`src/hsvr_pkg.sv`:
```
// Shared types and constants for the reduced-width HSV to RGB converter.
// No dependencies.
package hsvr_pkg;

	// Hue sector: first letter gets chroma+m, second gets the ramp+m, the third gets m
	typedef enum logic [2:0] {
		SEC_R_G,
		SEC_G_R,
		SEC_G_B,
		SEC_B_G,
		SEC_B_R,
		SEC_R_B
	} sector_t;

	// Sector bounds on the 8-bit hue
	localparam logic [7:0] HUE_B1 = 8'd42;
	localparam logic [7:0] HUE_B2 = 8'd84;
	localparam logic [7:0] HUE_B3 = 8'd127;
	localparam logic [7:0] HUE_B4 = 8'd169;
	localparam logic [7:0] HUE_B5 = 8'd212;
	localparam logic [7:0] HUE_MAX = 8'd254;
	localparam logic [7:0] HUE_PERIOD = 8'd85;
	localparam logic [7:0] HUE_PERIOD2 = 8'd170;
	localparam logic [6:0] RAMP_PEAK = 7'd42;

	// n/255 == (n * 0x8081) >> 23, exact for any 16-bit n
	localparam logic [15:0] RECIP_255 = 16'h8081;
	// n/10710 == (n * 6416385) >> 36, exact for n below 2^22
	localparam logic [22:0] RECIP_RAMP = 23'd6416385;

	typedef struct packed {
		sector_t     sector;
		logic [15:0] chroma;
		logic [15:0] floor_m;
		logic [5:0]  ramp_w;
	} s1_t;

	typedef struct packed {
		sector_t     sector;
		logic [7:0]  c;
		logic [7:0]  mm;
		logic [21:0] ramp;
	} s2_t;

	typedef struct packed {
		sector_t    sector;
		logic [7:0] c;
		logic [7:0] mm;
		logic [7:0] x;
	} s3_t;

endpackage

```
`src/hsvr_ifs.sv`:
```
// Valid/ready channel interfaces for HSV pixels in and RGB pixels out.
// No dependencies.
interface hsvr_hsv_if;
	logic       valid;
	logic       ready;
	logic [6:0] hue;
	logic [3:0] saturation;
	logic [2:0] brightness;

	modport source (output valid, hue, saturation, brightness, input ready);
	modport sink (input valid, hue, saturation, brightness, output ready);
endinterface

interface hsvr_rgb_if;
	logic       valid;
	logic       ready;
	logic [4:0] red;
	logic [4:0] green;
	logic [4:0] blue;

	modport source (output valid, red, green, blue, input ready);
	modport sink (input valid, red, green, blue, output ready);
endinterface

```
`src/hsvr_expand.sv`:
```
// Stage 1: widen inputs to 8 bits, find sector and ramp weight, form chroma and floor.
// Depends on hsvr_pkg.
module hsvr_expand
	import hsvr_pkg::*;
(
	input  logic       clk,
	input  logic       en,
	input  logic [6:0] hue,
	input  logic [3:0] saturation,
	input  logic [2:0] brightness,
	output s1_t        st_s1
);

	logic [7:0] hue8;
	logic [7:0] hue_raw;
	logic [7:0] sat8;
	logic [7:0] val8;
	logic [7:0] hmod;
	logic [6:0] ramp_dist;
	sector_t    sector;
	s1_t        nxt;

	always_comb begin
		hue_raw = {hue, hue[6]};
		hue8 = (hue_raw == 8'hFF) ? HUE_MAX : hue_raw;
		sat8 = {saturation, saturation};
		// bit 4 is left empty by the expansion
		val8 = {brightness, 1'b0, brightness, brightness[2]};

		if (hue8 >= HUE_PERIOD2) begin
			hmod = hue8 - HUE_PERIOD2;
		end else if (hue8 >= HUE_PERIOD) begin
			hmod = hue8 - HUE_PERIOD;
		end else begin
			hmod = hue8;
		end
		if (hmod[6:0] >= RAMP_PEAK) begin
			ramp_dist = hmod[6:0] - RAMP_PEAK;
		end else begin
			ramp_dist = RAMP_PEAK - hmod[6:0];
		end

		priority if (hue8 < HUE_B1) begin
			sector = SEC_R_G;
		end else if (hue8 < HUE_B2) begin
			sector = SEC_G_R;
		end else if (hue8 < HUE_B3) begin
			sector = SEC_G_B;
		end else if (hue8 < HUE_B4) begin
			sector = SEC_B_G;
		end else if (hue8 < HUE_B5) begin
			sector = SEC_B_R;
		end else begin
			sector = SEC_R_B;
		end

		nxt.sector = sector;
		nxt.chroma = val8 * sat8;
		// 255*val - val*sat
		nxt.floor_m = val8 * (8'hFF - sat8);
		nxt.ramp_w = 6'(RAMP_PEAK - ramp_dist);
	end

	always_ff @(posedge clk) begin
		if (en) begin
			st_s1 <= nxt;
		end
	end

endmodule

```
`src/hsvr_scale.sv`:
```
// Stages 2 and 3: divide chroma and floor by 255, form the ramp and divide it by 10710.
// Depends on hsvr_pkg.
module hsvr_scale
	import hsvr_pkg::*;
(
	input  logic clk,
	input  logic en2,
	input  logic en3,
	input  s1_t  st_s1,
	output s3_t  st_s3
);

	s2_t         st_s2;
	logic [31:0] c_prod;
	logic [31:0] m_prod;
	logic [44:0] x_prod;

	always_comb begin
		c_prod = st_s1.chroma * RECIP_255;
		m_prod = st_s1.floor_m * RECIP_255;
		x_prod = st_s2.ramp * RECIP_RAMP;
	end

	always_ff @(posedge clk) begin
		if (en2) begin
			st_s2.sector <= st_s1.sector;
			st_s2.c <= c_prod[30:23];
			st_s2.mm <= m_prod[30:23];
			st_s2.ramp <= st_s1.ramp_w * st_s1.chroma;
		end
	end

	always_ff @(posedge clk) begin
		if (en3) begin
			st_s3.sector <= st_s2.sector;
			st_s3.c <= st_s2.c;
			st_s3.mm <= st_s2.mm;
			st_s3.x <= x_prod[43:36];
		end
	end

endmodule

```
`src/hsvr_mix.sv`:
```
// Stage 4: add the floor, route terms to channels by sector, keep the top 5 bits.
// Depends on hsvr_pkg.
module hsvr_mix
	import hsvr_pkg::*;
(
	input  logic       clk,
	input  logic       en,
	input  s3_t        st_s3,
	output logic [4:0] red_s4,
	output logic [4:0] green_s4,
	output logic [4:0] blue_s4
);

	logic [7:0] hi;
	logic [7:0] mid;
	logic [7:0] lo;
	logic [7:0] r8;
	logic [7:0] g8;
	logic [7:0] b8;

	always_comb begin
		hi = st_s3.c + st_s3.mm;
		mid = st_s3.x + st_s3.mm;
		lo = st_s3.mm;
		unique case (st_s3.sector)
			SEC_R_G: begin r8 = hi;  g8 = mid; b8 = lo;  end
			SEC_G_R: begin r8 = mid; g8 = hi;  b8 = lo;  end
			SEC_G_B: begin r8 = lo;  g8 = hi;  b8 = mid; end
			SEC_B_G: begin r8 = lo;  g8 = mid; b8 = hi;  end
			SEC_B_R: begin r8 = mid; g8 = lo;  b8 = hi;  end
			SEC_R_B: begin r8 = hi;  g8 = lo;  b8 = mid; end
			default: begin r8 = lo;  g8 = lo;  b8 = lo;  end
		endcase
	end

	always_ff @(posedge clk) begin
		if (en) begin
			red_s4 <= r8[7:3];
			green_s4 <= g8[7:3];
			blue_s4 <= b8[7:3];
		end
	end

endmodule

```
`src/hsv_to_rgb_reduced_width.sv`:
```
// HSV (7/4/3 bits) to RGB (5/5/5 bits) pixel converter, four register stages.
// An accepted pixel passes through the s1, s2, s3 and s4 registers; rgb.valid is the s4 valid bit.
// Throughput: one pixel per clock when not stalled; multipliers (8x8, 16x16, 22x23) set the depth.
// Each stage holds while full and blocked, so bubbles are squeezed out under a stall.
// Reset (arst_n low, asynchronous) clears the stage valid bits only; no data is cleared.
// Depends on hsvr_pkg, hsvr_ifs, hsvr_expand, hsvr_scale, hsvr_mix.
module hsv_to_rgb_reduced_width
	import hsvr_pkg::*;
(
	input  logic        clk,
	input  logic        arst_n,
	hsvr_hsv_if.sink    hsv,
	hsvr_rgb_if.source  rgb
);

	// Stage valid bits
	logic v_s1;
	logic v_s2;
	logic v_s3;
	logic v_s4;

	// A stage may load when it is empty or its content moves on this cycle
	logic adv1;
	logic adv2;
	logic adv3;
	logic adv4;

	s1_t st_s1;
	s3_t st_s3;

	assign adv4 = !v_s4 || rgb.ready;
	assign adv3 = !v_s3 || adv4;
	assign adv2 = !v_s2 || adv3;
	assign adv1 = !v_s1 || adv2;

	assign hsv.ready = adv1;

	always_ff @(posedge clk or negedge arst_n) begin
		if (!arst_n) begin
			v_s1 <= 1'b0;
			v_s2 <= 1'b0;
			v_s3 <= 1'b0;
			v_s4 <= 1'b0;
		end else begin
			if (adv1) v_s1 <= hsv.valid;
			if (adv2) v_s2 <= v_s1;
			if (adv3) v_s3 <= v_s2;
			if (adv4) v_s4 <= v_s3;
		end
	end

	// Expansion, sector, chroma and floor products
	hsvr_expand u_expand (
		.clk        (clk),
		.en         (adv1 && hsv.valid),
		.hue        (hsv.hue),
		.saturation (hsv.saturation),
		.brightness (hsv.brightness),
		.st_s1      (st_s1)
	);

	// Reciprocal divides and ramp product
	hsvr_scale u_scale (
		.clk   (clk),
		.en2   (adv2 && v_s1),
		.en3   (adv3 && v_s2),
		.st_s1 (st_s1),
		.st_s3 (st_s3)
	);

	// Channel routing and output register
	hsvr_mix u_mix (
		.clk      (clk),
		.en       (adv4 && v_s3),
		.st_s3    (st_s3),
		.red_s4   (rgb.red),
		.green_s4 (rgb.green),
		.blue_s4  (rgb.blue)
	);

	assign rgb.valid = v_s4;

`ifndef SYNTHESIS
	// An empty pipeline always takes an item
	a_empty_ready: assert property (@(posedge clk) disable iff (!arst_n)
		(!v_s1 && !v_s2 && !v_s3 && !v_s4) |-> hsv.ready)
		else $error("empty pipeline refuses input");

	// The channels never exceed 29, the largest val8 >> 3 (val8 is at most 239)
	a_out_range: assert property (@(posedge clk) disable iff (!arst_n)
		rgb.valid |-> (rgb.red <= 5'd29 && rgb.green <= 5'd29 && rgb.blue <= 5'd29))
		else $error("output channel out of range");

	// A taken result with nothing behind it leaves the output empty
	a_drain: assert property (@(posedge clk) disable iff (!arst_n)
		(rgb.valid && rgb.ready && !v_s3) |=> !rgb.valid)
		else $error("result repeated after drain");

	// A filled stage 1 item moves to stage 2 when stage 2 is free
	a_advance: assert property (@(posedge clk) disable iff (!arst_n)
		(v_s1 && adv2) |=> v_s2)
		else $error("item lost between stage 1 and stage 2");
`endif

endmodule
```
`src/flat_wrapper.sv`:
```
// flat-port wrapper written by rule: the top's interface ports become plain ports
module hsv_to_rgb_reduced_width_flat import hsvr_pkg::*;
  (clk, arst_n, hsv_valid, hsv_hue, hsv_saturation, hsv_brightness, hsv_ready, rgb_valid, rgb_red, rgb_green, rgb_blue, rgb_ready);
  hsvr_hsv_if hsv_i ();
  hsvr_rgb_if rgb_i ();
  input  logic clk;
  input  logic arst_n;
  input wire logic [$bits(hsv_i.valid)-1:0] hsv_valid;
  input wire logic [$bits(hsv_i.hue)-1:0] hsv_hue;
  input wire logic [$bits(hsv_i.saturation)-1:0] hsv_saturation;
  input wire logic [$bits(hsv_i.brightness)-1:0] hsv_brightness;
  output wire logic [$bits(hsv_i.ready)-1:0] hsv_ready;
  output wire logic [$bits(rgb_i.valid)-1:0] rgb_valid;
  output wire logic [$bits(rgb_i.red)-1:0] rgb_red;
  output wire logic [$bits(rgb_i.green)-1:0] rgb_green;
  output wire logic [$bits(rgb_i.blue)-1:0] rgb_blue;
  input wire logic [$bits(rgb_i.ready)-1:0] rgb_ready;
  assign hsv_i.valid = hsv_valid;
  assign hsv_i.hue = hsv_hue;
  assign hsv_i.saturation = hsv_saturation;
  assign hsv_i.brightness = hsv_brightness;
  assign hsv_ready = hsv_i.ready;
  assign rgb_valid = rgb_i.valid;
  assign rgb_red = rgb_i.red;
  assign rgb_green = rgb_i.green;
  assign rgb_blue = rgb_i.blue;
  assign rgb_i.ready = rgb_ready;
  hsv_to_rgb_reduced_width u_core (.clk(clk), .arst_n(arst_n), .hsv(hsv_i), .rgb(rgb_i));
endmodule
```
`config.mk`:
```
export PLATFORM = sky130hd
export DESIGN_NAME = hsv_to_rgb_reduced_width_flat
export DESIGN_NICKNAME = d
export VERILOG_FILES = /design/src/hsvr_pkg.sv /design/src/hsvr_ifs.sv /design/src/hsvr_expand.sv /design/src/hsvr_scale.sv /design/src/hsvr_mix.sv /design/src/hsv_to_rgb_reduced_width.sv /design/src/flat_wrapper.sv
export SDC_FILE = /design/constraint.sdc
export NUM_CORES = 1
export LEC_CHECK = 0
export BUFFER_PORTS_ARGS = -buffer_cell sky130_fd_sc_hd__buf_2
export CAP_MARGIN = 20
export CORE_MARGIN = 10
export CORE_UTILIZATION = 50
export DETAILED_ROUTE_END_ITERATION = 10
export GPL_ROUTABILITY_DRIVEN = 0
export PLACE_DENSITY = 0.7
export SLEW_MARGIN = 20
export SYNTH_ARGS = -nofsm -noshare
export SYNTH_HDL_FRONTEND = slang
export SYNTH_HIERARCHICAL = 1
export SYNTH_SLANG_ARGS = --single-unit
```
`constraint.sdc`:
```
create_clock -name clk -period 5.4 [get_ports clk]
set_input_delay 0.81 -clock clk [delete_from_list [all_inputs] [get_ports clk]]
set_output_delay 0.81 -clock clk [all_outputs]
set_load 0.02 [all_outputs]
```
After elaboration in Yosys (flattened, before gate mapping)
Cells that the tools add are included.
- bits in registers: 128
- output and inout port bits: 17
- add/subtract/negate cells: 8
- multipliers: 6
- order comparisons: 8
- eq/ne operators: 6
- muxes and demuxes: 11
- reductions and logical operators: 21
- operator list (operator ; number):
    multiplier 16 x 16 -> 31 bit, second input constant ; 2
    one-hot mux 8 bit (2 select lines) ; 3
    multiplier 22 x 23 -> 44 bit, second input constant ; 1
    multiplier 6 x 16 -> 22 bit ; 1
    adder 8 bit ; 2
    < comparator 8 x 7 -> 1 bit, second input constant ; 2
    < comparator 8 bit, second input constant ; 2
    multiplier 8 x 8 -> 16 bit ; 1
    multiplier 9 x 9 -> 16 bit ; 1
    2-to-1 mux 7 bit ; 2
    OR reduction 2 bit ; 7
    subtractor 6 bit, first input constant ; 2
    subtractor 8 x 8 -> 9 bit, first input constant ; 1
    == test 8 bit, second input constant ; 1
    greater-or-equal comparator 8 x 7 -> 1 bit, second input constant ; 1
    greater-or-equal comparator 8 bit, second input constant ; 1
    < comparator 8 x 6 -> 1 bit, second input constant ; 1
    2-to-1 mux 8 bit ; 1
    greater-or-equal comparator 7 x 6 -> 1 bit, second input constant ; 1
    subtractor 7 x 6 -> 7 bit, second input constant ; 1
    subtractor 7 bit, second input constant ; 1
    == test 3 x 2 -> 1 bit, second input constant ; 2
    == test 3 bit, second input constant ; 2
    2-to-1 mux 6 bit ; 1
    9 further kinds ; 20

Longest topological paths before layout
Gate-level depths: netlist of the first run.
- word-level depth: 8
- gate-level depth with buffers: 24
- gate-level depth less buffers: 23

Hierarchy
Netlist of the first run, hierarchy kept.
- by module, submodules not included (module ; times used ; cells an instance ; area an instance (µm²) ; seq. area each (µm²)):
    hsvr_scale ; 1 ; 1215 ; 12597.1 ; 2042.0
    hsvr_expand ; 1 ; 557 ; 5466.5 ; 1231.2
    hsvr_mix ; 1 ; 150 ; 1398.8 ; 450.4
    hsv_to_rgb_reduced_width ; 1 ; 16 ; 183.9 ; 100.1

Worst setup path before layout of the first run
OpenSTA, ideal clock, no wires.
- kind: register to register
- start: register u_core/u_scale/st_s2[16] in the netlist's numbering
- end: register, netlist name u_core/u_scale/st_s3[7]
- library setup time: 0.262 ns
- arrival time: 5.468 ns
- path slack: -0.330 ns
- cell stages (with the launch flop): 22
- path buffers: 0
- period minus slack after synthesis: 5.730 ns
- cell sequence: edfxtp_1 -> inv_1 -> fa_1 -> inv_1 -> ha_1 -> inv_1 -> fa_1 -> inv_1 -> fa_1 -> inv_1 -> fa_1 -> inv_1 -> fa_1 -> ha_1 -> ha_1 -> nand4_2 -> o41ai_2 -> nor3b_2 -> a21oi_1 -> and2_4 -> o311ai_4 -> xnor2_1
- cells in the longest elaborated chain, start to end: 1
- ends and longest elaborated chain (what ; RTL line ; text):
    start, declared ; hsvr_scale.sv:13 ; s2_t st_s2;
    multiplier 22 x 23 -> 44 bit ; hsvr_scale.sv:21 ; x_prod = st_s2.ramp * RECIP_RAMP;
    named net u_core.u_scale.x_prod[43] ; hsvr_scale.sv:16 ; logic [44:0] x_prod;
The timed path passes the listed nets, and every way through them passes these cells.
A chain may end at the register's enable or synchronous reset.

Worst setup path after layout of the first run
- start: register u_core/u_scale/st_s2[17] in the netlist's numbering
- end: register, netlist name u_core/u_scale/st_s3[7]
- cells in the longest elaborated chain, start to end: 1
- ends and longest elaborated chain (what ; RTL line):
    multiplier 22 x 23 -> 44 bit ; hsvr_scale.sv:21
    named net u_core.u_scale.x_prod[43] ; hsvr_scale.sv:16
The timed path passes the listed nets, and every way through them passes these cells.

==> impl_metrics.ini, run 1 <==
[status]
status = complete, but fails checks
failed_checks = setup timing

[global_route]
grt.total_usage = 0.178
overflow = 0
grt_pass1_vias = 14604
grt_max_degree = 42
grt_antenna_before_repair = 0
grt_pass1_wl_mm = 70.3

[die]
fp.dieH_microns = 218
ios = 35
dieArea_sq_um = 47600
core_sq_um = 38700
rows = 72
initial_utilization = 0.507
dieWidth_microns = 218

[detailed_routing]
wirelength_mm = 41.5
antenna_left = 0
wl_met3_mm = 1.24
avgViaCountPerCell = 5.30
vias = 13820
drc = 0
highest_layer = met4
met1_length_mm = 18.5
dr_wl_met2_mm = 20.9
drt_iter0_drc = 694
wl_per_cell_microns = 15.9
firstDrtPassIters = 5

[timing]
fmax_mhz = 179
worstMarginPinSlew_ns = 0.703
rsz0062_at_grt = true
maxSlewViolCount = 0
slew_headroom = 0.530
clock_skew_ns = 0.0125
period_share = 1.03
setup_viol = 8
finalHoldViolCount = 0
finalCriticalPeriod_ns = 5.59
fin_ws_ns = -0.185

[setup_path]
r2r_end = u_core/u_scale/st_s3[7]
crit_arrival_ns = 5.77
reg2reg_depth = 21
critPathLaunchType = flip-flop
timing.rr.start = u_core/u_scale/st_s2[17]
cp-startpoint = u_core/u_scale/st_s2[17]
endpoint_kind = flip-flop
worstPathRequired_ns = 5.58
cp_max_fo = 4
crit_path_end = u_core/u_scale/st_s3[7]
reg2reg_slack_ns = -0.19
crit_type = reg -> reg

[yosys]
synthTopCellsByCount = ha_1 (451), inv_1 (408), fa_1 (199)
synth_area_leaders = ha_1 (29%), fa_1 (20%), edfxtp_1 (19%), inv_1 (7.8%), xnor2_1 (2.6%)
async_flop_share = 0.0313
yosysWarnings = 6
synth_top_area_frac = 0.287
synth_top_cell_by_area = ha_1
synth_most_common_cell = ha_1
ys_seq_area_frac = 0.195
syn-num-nets = 2606
synth.avg_cell_area_sq_um = 10.1
synth_edf_count = 124
ys.flop_type = edfxtp_1
syn-cell-area_sq_um = 19600
ys_ff_latch = 128
synthCells = 1938
synth.distinct_cells = 96

[placement]
place_ws_ns = -0.224
hpwlAfterDp_mm = 34.8
io_buffers = 34
place_area_sq_um = 21200

[clocking]
root_buffer = clkbuf_16
cts_tree = built
clockBufferDepth = 2
hold_buffers = 0
cts_buffers = 17
clk_pin_slew_worst_paths_ns = 0.07
clkSinkCount = 128
clk_latency_ns = 0.43
h-tree-depth = 4

[cells_and_area]
drive_gt1_frac = 0.127
multi_input_area_sq_um = 14500
stdcell_area_sq_um = 22200
num-fill-cells = 3241
area_growth_pct = 12.8
antenna_cells = 0
fin_nets = 2744
register_area_sq_um = 3820

[worst_hold_path]
hold_class = in -> async

[job]
maxCapViolCount = 0
## through the flow
stage | setup TNS [ns] | util | hold WS (ns) | std cells
4_1_cts | -1.07 | 0.568 | 0.163 | 2603
5_1_grt | -2.36 | 0.572 | 0.164 | 2607
2_1_floorplan | -0.00809 | - | 0.400 | 1938
6_report | -0.821 | 0.572 | 0.176 | 2607
3_3_place_gp | -0.369 | 0.548 | 0.401 | 2565
3_5_place_dp | -1.26 | 0.548 | 0.405 | 2565
## critical path, cell delays in order, from the launching register on
cell	delay (ns)
edfxtp_1	0.41
inv_2	0.05
fa_1	0.53
inv_2	0.06
ha_4	0.25
inv_2	0.03
fa_1	0.54
inv_2	0.04
fa_1	0.54
inv_2	0.04
fa_1	0.52
inv_1	0.05
fa_1	0.54
ha_4	0.22
ha_4	0.29
nand4_4	0.10
o41ai_4	0.25
nor3b_4	0.28
a21oi_4	0.10
and2_4	0.17
o311ai_4	0.22
xnor2_1	0.10
## routing by layer
metal	vias to the layer above	global-route usage
met1	6750	0.228
met2	235	0.317
li1	6794	-
met3	41	0.0202
met5	-	0
met4	0	0.0421
## cells in the final DEF (no fill, tap or decap), types with 5 or more instances in the layout
cell,netlist,routed
a211oi_1,8,7
a21o_1,23,23
nand2_1,134,133
xor2_1,19,19
o21ai_0,45,41
nand3_1,23,21
inv_2,0,13
o211ai_1,13,13
a21oi_1,70,65
buf_2,2,34
nor2_1,66,65
inv_1,408,395
buf_4,3,105
a22oi_1,6,6
mux2i_1,12,12
or2_2,6,6
clkbuf_16,0,17
and3_1,9,9
o221ai_1,6,6
ha_4,0,17
nand2b_1,10,10
inv_6,0,6
o22ai_1,5,5
fa_1,199,197
o2111ai_1,5,5
o21ai_1,8,11
o21a_1,16,16
nor2b_1,21,20
nor3_1,19,18
or3_1,7,7
edfxtp_1,124,124
xnor2_1,59,59
and2_1,31,31
a21oi_2,2,5
nand4_1,6,6
ha_1,451,431
a31oi_1,6,6
## state kept, by name (all words and copies together), names as in the netlist
register	flops
u_core/rgb.valid	1
u_core/u_expand/st_s1	41
u_core/v_s1	1
u_core/u_scale/st_s2	41
u_core/u_mix/red_s4	5
u_core/u_scale/st_s3	27
u_core/u_mix/blue_s4	5
u_core/v_s3	1
u_core/u_mix/green_s4	5
u_core/v_s2	1
## how the worst min path moves through the flow
stage / startpoint / to / slack [ns] / depth (start not counted)
4_1_cts: arst_n / u_core/v_s1 / 0.16 / 1
2_1_floorplan: u_core/u_expand/st_s1[38] / u_core/u_scale/st_s2[38] / 0.40 / 0
5_1_grt: arst_n / u_core/v_s2 / 0.16 / 1
3_5_place_dp: u_core/u_scale/st_s2[28] / u_core/u_scale/st_s3[14] / 0.40 / 0
3_3_place_gp: u_core/u_scale/st_s2[27] / u_core/u_scale/st_s3[13] / 0.40 / 0
6_report: arst_n / u_core/rgb.valid / 0.18 / 1
## kinds of logic (layout without fill, tap and decap cells)
family                   after synthesis  after routing  synth area share
XOR/XNOR                              80             80            0.0364
adder cells (fa/ha/maj)              650            650             0.490
buffers and inverters                433            584            0.0840
multiplexers                          13             13           0.00688
AND/OR/NAND/NOR                      356            356            0.0880
flip-flops                           128            128             0.195
AO/OA/AOI/OAI                        278            278             0.100
## final cells by class
cell class	count	area share
timing repair buffer	142	0.0452
tap	518	0.0293
sequential	128	0.173
clock inverter	14	0.00774
multi-input combinational	1377	0.656
inverter	410	0.0695
clock buffer	18	0.0198
## repair_timing
item / 4_1_cts / 5_1_grt
pin swaps: 8 / 15
setup buffers: 6 / 3
gates resized for setup: 24 / 25
setup endpoints to repair: 8 / 8
Power of run 1 is not shown: default switching activity piles up to over one toggle a cycle in this logic, so the estimate is an artifact.
==> inputs of run 2 (changes only) <==
- BUFFER_PORTS_ARGS: -buffer_cell sky130_fd_sc_hd__buf_2 -> -buffer_cell sky130_fd_sc_hd__buf_4
- PLACE_DENSITY: 0.7 -> 0.68
==> run 2 against run 1 <==
The flow still finishes with violations (setup timing). Flip-flop and latch count stayed put. Register-to-register slack about the same. Via count down 0.62%. Die area unchanged. Largest cell class unchanged.
==> impl_metrics.ini, run 2 (same netlist as run 1, synthesis figures left out) <==
[die]
rows = 72
dieArea_sq_um = 47600
initial_utilization = 0.507
dieWidth_microns = 218
fp.dieH_microns = 218
ios = 35
core_sq_um = 38700

[cells_and_area]
antenna_cells = 0
final_common_cell = ha_1
largest_registers = u_core/u_expand/st_s1 x41, u_core/u_scale/st_s2 x41, u_core/u_scale/st_s3 x27
drive_gt1_frac = 0.135
layout_common_cells = ha_1 (420), inv_1 (390), fa_1 (194)
fin_nets = 2739
fin_cells = 2602
stdcell_area_sq_um = 22400
area_growth_pct = 13.8
num-fill-cells = 3279

[clocking]
root_buffer = clkbuf_16
cts_tree = built
clk_latency_ns = 0.44
clockBufferDepth = 2
h-tree-depth = 4
clkSinkCount = 128
cts_buffers = 17
clk_pin_slew_worst_paths_ns = 0.08

[timing]
finalHoldViolCount = 0
worstMarginPinSlew_ns = 0.679
rsz0062_at_grt = true
fin_ws_ns = -0.179
period_share = 1.03
slew_headroom = 0.546
finalCriticalPeriod_ns = 5.58
setup_viol = 6
fmax_mhz = 179
setup_tns_ns = -0.663
clock_skew_ns = 0.0236
maxSlewViolCount = 0

[global_route]
grt_pass1_wl_mm = 70.7
grt_antenna_before_repair = 0
overflow = 0
grt_pass1_vias = 14735
grt.total_usage = 0.181
grt_max_degree = 42

[setup_path]
worstPathRequired_ns = 5.57
crit_type = reg -> reg
crit_arrival_ns = 5.75
endpoint_kind = flip-flop
cp_max_fo = 4
critPathLaunchType = flip-flop

[detailed_routing]
drt_iter0_drc = 689
wl_per_cell_microns = 16.1
firstDrtPassIters = 5
antenna_left = 0
vias = 13734
wirelength_mm = 41.9
drc = 0
avgViaCountPerCell = 5.28

[placement]
io_buffers = 34
hpwlAfterDp_mm = 35.0
place_area_sq_um = 21200
placedCellCount = 2556

[status]
failed_checks = setup timing
status = complete, but fails checks

[job]
maxCapViolCount = 0

[worst_hold_path]
hold_class = in -> async
-- run 2: stage by stage --
stage	util	hold WS [ns]	setup slack, ns
CTS	0.567	0.149	-0.177
global route	0.577	0.147	-0.331
global placement	0.548	0.402	-0.100
finish	0.577	0.169	-0.179
detailed placement	0.548	0.405	-0.216
floorplan	-	0.400	-0.00809
-- run 2: worst paths after layout --
path	from	to	slack, ns	cells past startpoint
setup / recovery	u_core/u_scale/st_s2[11]	u_core/u_scale/st_s3[7]	-0.18	18
hold / removal	arst_n	u_core/v_s1	0.17	1
setup reg to reg	u_core/u_scale/st_s2[11]	u_core/u_scale/st_s3[7]	-0.18	18
hold reg to reg	u_core/u_scale/st_s2[24]	u_core/u_scale/st_s3[10]	0.41	0
max in group asynchronous	arst_n	u_core/rgb.valid	5.13	1
min in group clk	u_core/u_scale/st_s2[24]	u_core/u_scale/st_s3[10]	0.41	0
-- run 2: area by class of cell --
cell class | count | area (sq um) | area share
tap | 518 | 648 | 0.0290
sequential | 128 | 3820 | 0.171
timing repair buffer | 137 | 1050 | 0.0471
multi-input combinational | 1377 | 14700 | 0.656
inverter | 410 | 1540 | 0.0689
clock inverter | 15 | 198 | 0.00884
clock buffer | 17 | 425 | 0.0190
-- run 2: critical path, stage by stage (launching register included) --
cell      delay [ns]
edfxtp_1        0.46
fa_1            0.54
fa_1            0.53
ha_2            0.17
inv_2           0.04
fa_1            0.47
inv_1           0.05
fa_1            0.46
fa_1            0.51
inv_1           0.05
fa_1            0.51
inv_2           0.04
ha_4            0.21
a22o_1          0.22
o41a_2          0.39
a21oi_4         0.20
and2_4          0.22
o311ai_4        0.08
xnor2_1         0.15
-- run 2: metal layers --
layer  wire length [microns]  GRT usage  part of all wire  vias to the layer above
met1                   18800      0.225              0.45                     6674
li1                        -          -                 -                     6793
met4                     665     0.0465             0.016                        0
met3                    1260     0.0232             0.030                       56
met5                       0          0                 0                        -
met2                   21200      0.322              0.51                      211
-- run 2: repair_timing --
action                     in CTS  in global routing
setup buffers                   3                 10
gates resized for setup        19                 51
pin swaps                      16                 31
hold buffers                    0                  0
setup endpoints to repair       8                  8
Power of run 2 is left out for the same reason.
==> inputs of run 3 (changes only) <==
- CTS_BUF_LIST: not set -> sky130_fd_sc_hd__clkbuf_8
==> run 3 against run 2 <==
The flow still finishes with violations (setup timing). Flip-flop and latch count is the same. Worst hold slack got worse by 0.031 ns. Count of clock-buffer cells in the layout is the same. Via count up 0.50%. Critical path type unchanged. Largest cell class unchanged.
==> impl_metrics.ini, run 3 (same netlist as run 1, synthesis figures left out) <==
[setup_path]
worstPathRequired_ns = 5.61
cp_max_fo = 4
crit_top_cell = fa_1
path_buf_inv = 4
crit_cells = 19
crit_arrival_ns = 5.80
worstPathCellList = fa_1 -> ha_2 -> inv_1 -> fa_1 -> inv_1 -> fa_1 -> fa_1 -> inv_1 -> fa_1 -> inv_2 -> ha_4 -> ha_4 -> a211oi_1 -> nor2_1 -> o221a_2 -> o31ai_4 -> and2_4 -> o311ai_4 -> xnor2_1
slowest_stage = fa_1
cpPeakStageDelay_ns = 0.59
endpoint_kind = flip-flop
critPathLaunchType = flip-flop
crit_type = reg -> reg
reg2reg_slack_ns = -0.19
reg2reg_depth = 19
crit_family = adder cells
r2r_end = u_core/u_scale/st_s3[7]
timing.rr.start = u_core/u_scale/st_s2[14]

[timing]
setup_viol = 8
holdWs_ns = 0.137
rsz0062_at_grt = true
period_share = 1.04
fin_ws_ns = -0.190
finalHoldViolCount = 0
slew_headroom = 0.545
fmax_mhz = 179
finalCriticalPeriod_ns = 5.59
clock_skew_ns = 0.0340
maxSlewViolCount = 0
worstMarginPinSlew_ns = 0.680

[die]
initial_utilization = 0.507
dieWidth_microns = 218
core_sq_um = 38700
fp.dieH_microns = 218
dieArea_sq_um = 47600
rows = 72
ios = 35

[detailed_routing]
firstDrtPassIters = 5
wirelength_mm = 42.0
drt_iter0_drc = 708
avgViaCountPerCell = 5.29
drc = 0
wl_per_cell_microns = 16.1
vias = 13802
antenna_left = 0

[cells_and_area]
num-fill-cells = 3298
area_growth_pct = 13.1
antenna_cells = 0
drive_gt1_frac = 0.137
final_common_cell = ha_1
layout_common_cells = ha_1 (416), inv_1 (391), fa_1 (195)
largest_registers = u_core/u_expand/st_s1 x41, u_core/u_scale/st_s2 x41, u_core/u_scale/st_s3 x27
fin_nets = 2744
fin_cells = 2607

[worst_hold_path]
hold_class = in -> async

[clocking]
root_buffer = clkbuf_8
clk_latency_ns = 0.47
cts_buffers = 17
clkSinkCount = 128
clockBufferDepth = 2
clk_pin_slew_worst_paths_ns = 0.10
cts_tree = built
h-tree-depth = 4
hold_buffers = 0

[global_route]
grt_pass1_vias = 14708
grt.total_usage = 0.180
grt_pass1_wl_mm = 70.5
overflow = 0
use_met1 = 0.225
busiest_layer = met2
grt_antenna_before_repair = 0
grtUsageMet3 = 0.0244
use_met2 = 0.321
grt_max_degree = 42

[placement]
hpwlAfterDp_mm = 35.0
io_buffers = 34
placedCellCount = 2556

[status]
status = complete, but fails checks
failed_checks = setup timing

[job]
maxCapViolCount = 0
## run 3: cell count changes in the layout (fill, tap and decap cells not counted), moves of 2 or more
cell and delta:
o21ai_0 +2, ha_1 -4, ha_4 +4, o21ai_1 -2, a21oi_2 +2, buf_4 +8, clkbuf_16 -17, buf_6 -3
clkbuf_8 +17
## run 3: per-stage QoR
step,utilization,TNS [ns],instance area (sq um),setup WS (ns)
2_1_floorplan,-,-0.00809,19800,-0.00809
3_3_place_gp,0.548,-0.403,21200,-0.100
3_5_place_dp,0.548,-1.25,21200,-0.216
4_1_cts,0.565,-0.730,21900,-0.187
5_1_grt,0.574,-2.59,22200,-0.434
6_report,0.574,-0.820,22200,-0.190
## run 3: worst max-delay path by stage
stage	from	end	slack (ns)
floorplan	u_core/u_scale/st_s2[11]	u_core/u_scale/st_s3[7]	-0.008
global placement	u_core/u_scale/st_s2[19]	u_core/u_scale/st_s3[7]	-0.1
detailed placement	u_core/u_scale/st_s2[4]	u_core/u_scale/st_s3[7]	-0.22
CTS	u_core/u_scale/st_s2[16]	u_core/u_scale/st_s3[7]	-0.19
global route	u_core/u_scale/st_s2[14]	u_core/u_scale/st_s3[7]	-0.43
finish	u_core/u_scale/st_s2[14]	u_core/u_scale/st_s3[7]	-0.19
## run 3: final cells by class
cell class | count | area (sq um) | share of cell area
tap | 518 | 648 | 0.0292
clock inverter | 15 | 198 | 0.00890
clock buffer | 17 | 234 | 0.0105
sequential | 128 | 3820 | 0.172
timing repair buffer | 142 | 1080 | 0.0485
multi-input combinational | 1377 | 14700 | 0.662
inverter | 410 | 1540 | 0.0693
## run 3: routing by layer
| layer | share of wire | wire [microns] |
|---|---|---|
| met1 | 0.45 | 18800 |
| met3 | 0.030 | 1250 |
| met4 | 0.017 | 704 |
| met2 | 0.51 | 21300 |
| met5 | 0 | 0 |
## run 3: worst register-to-register path, delay by kind of cell, from the launching register on
family,cells,cell delay [ns]
adder cells (fa/ha/maj),8,3.32
XOR/XNOR,1,0.14
buffers and inverters,4,0.21
AO/OA/AOI/OAI,4,0.90
AND/OR/NAND/NOR,2,0.30
flip-flops,1,0.46
## run 3: timing repair
action,CTS,global route
gates resized for setup,26,38
setup endpoints to repair,8,8
buffers inserted,10,8
pin swaps,27,37
Power of run 3 is left out for the same reason.
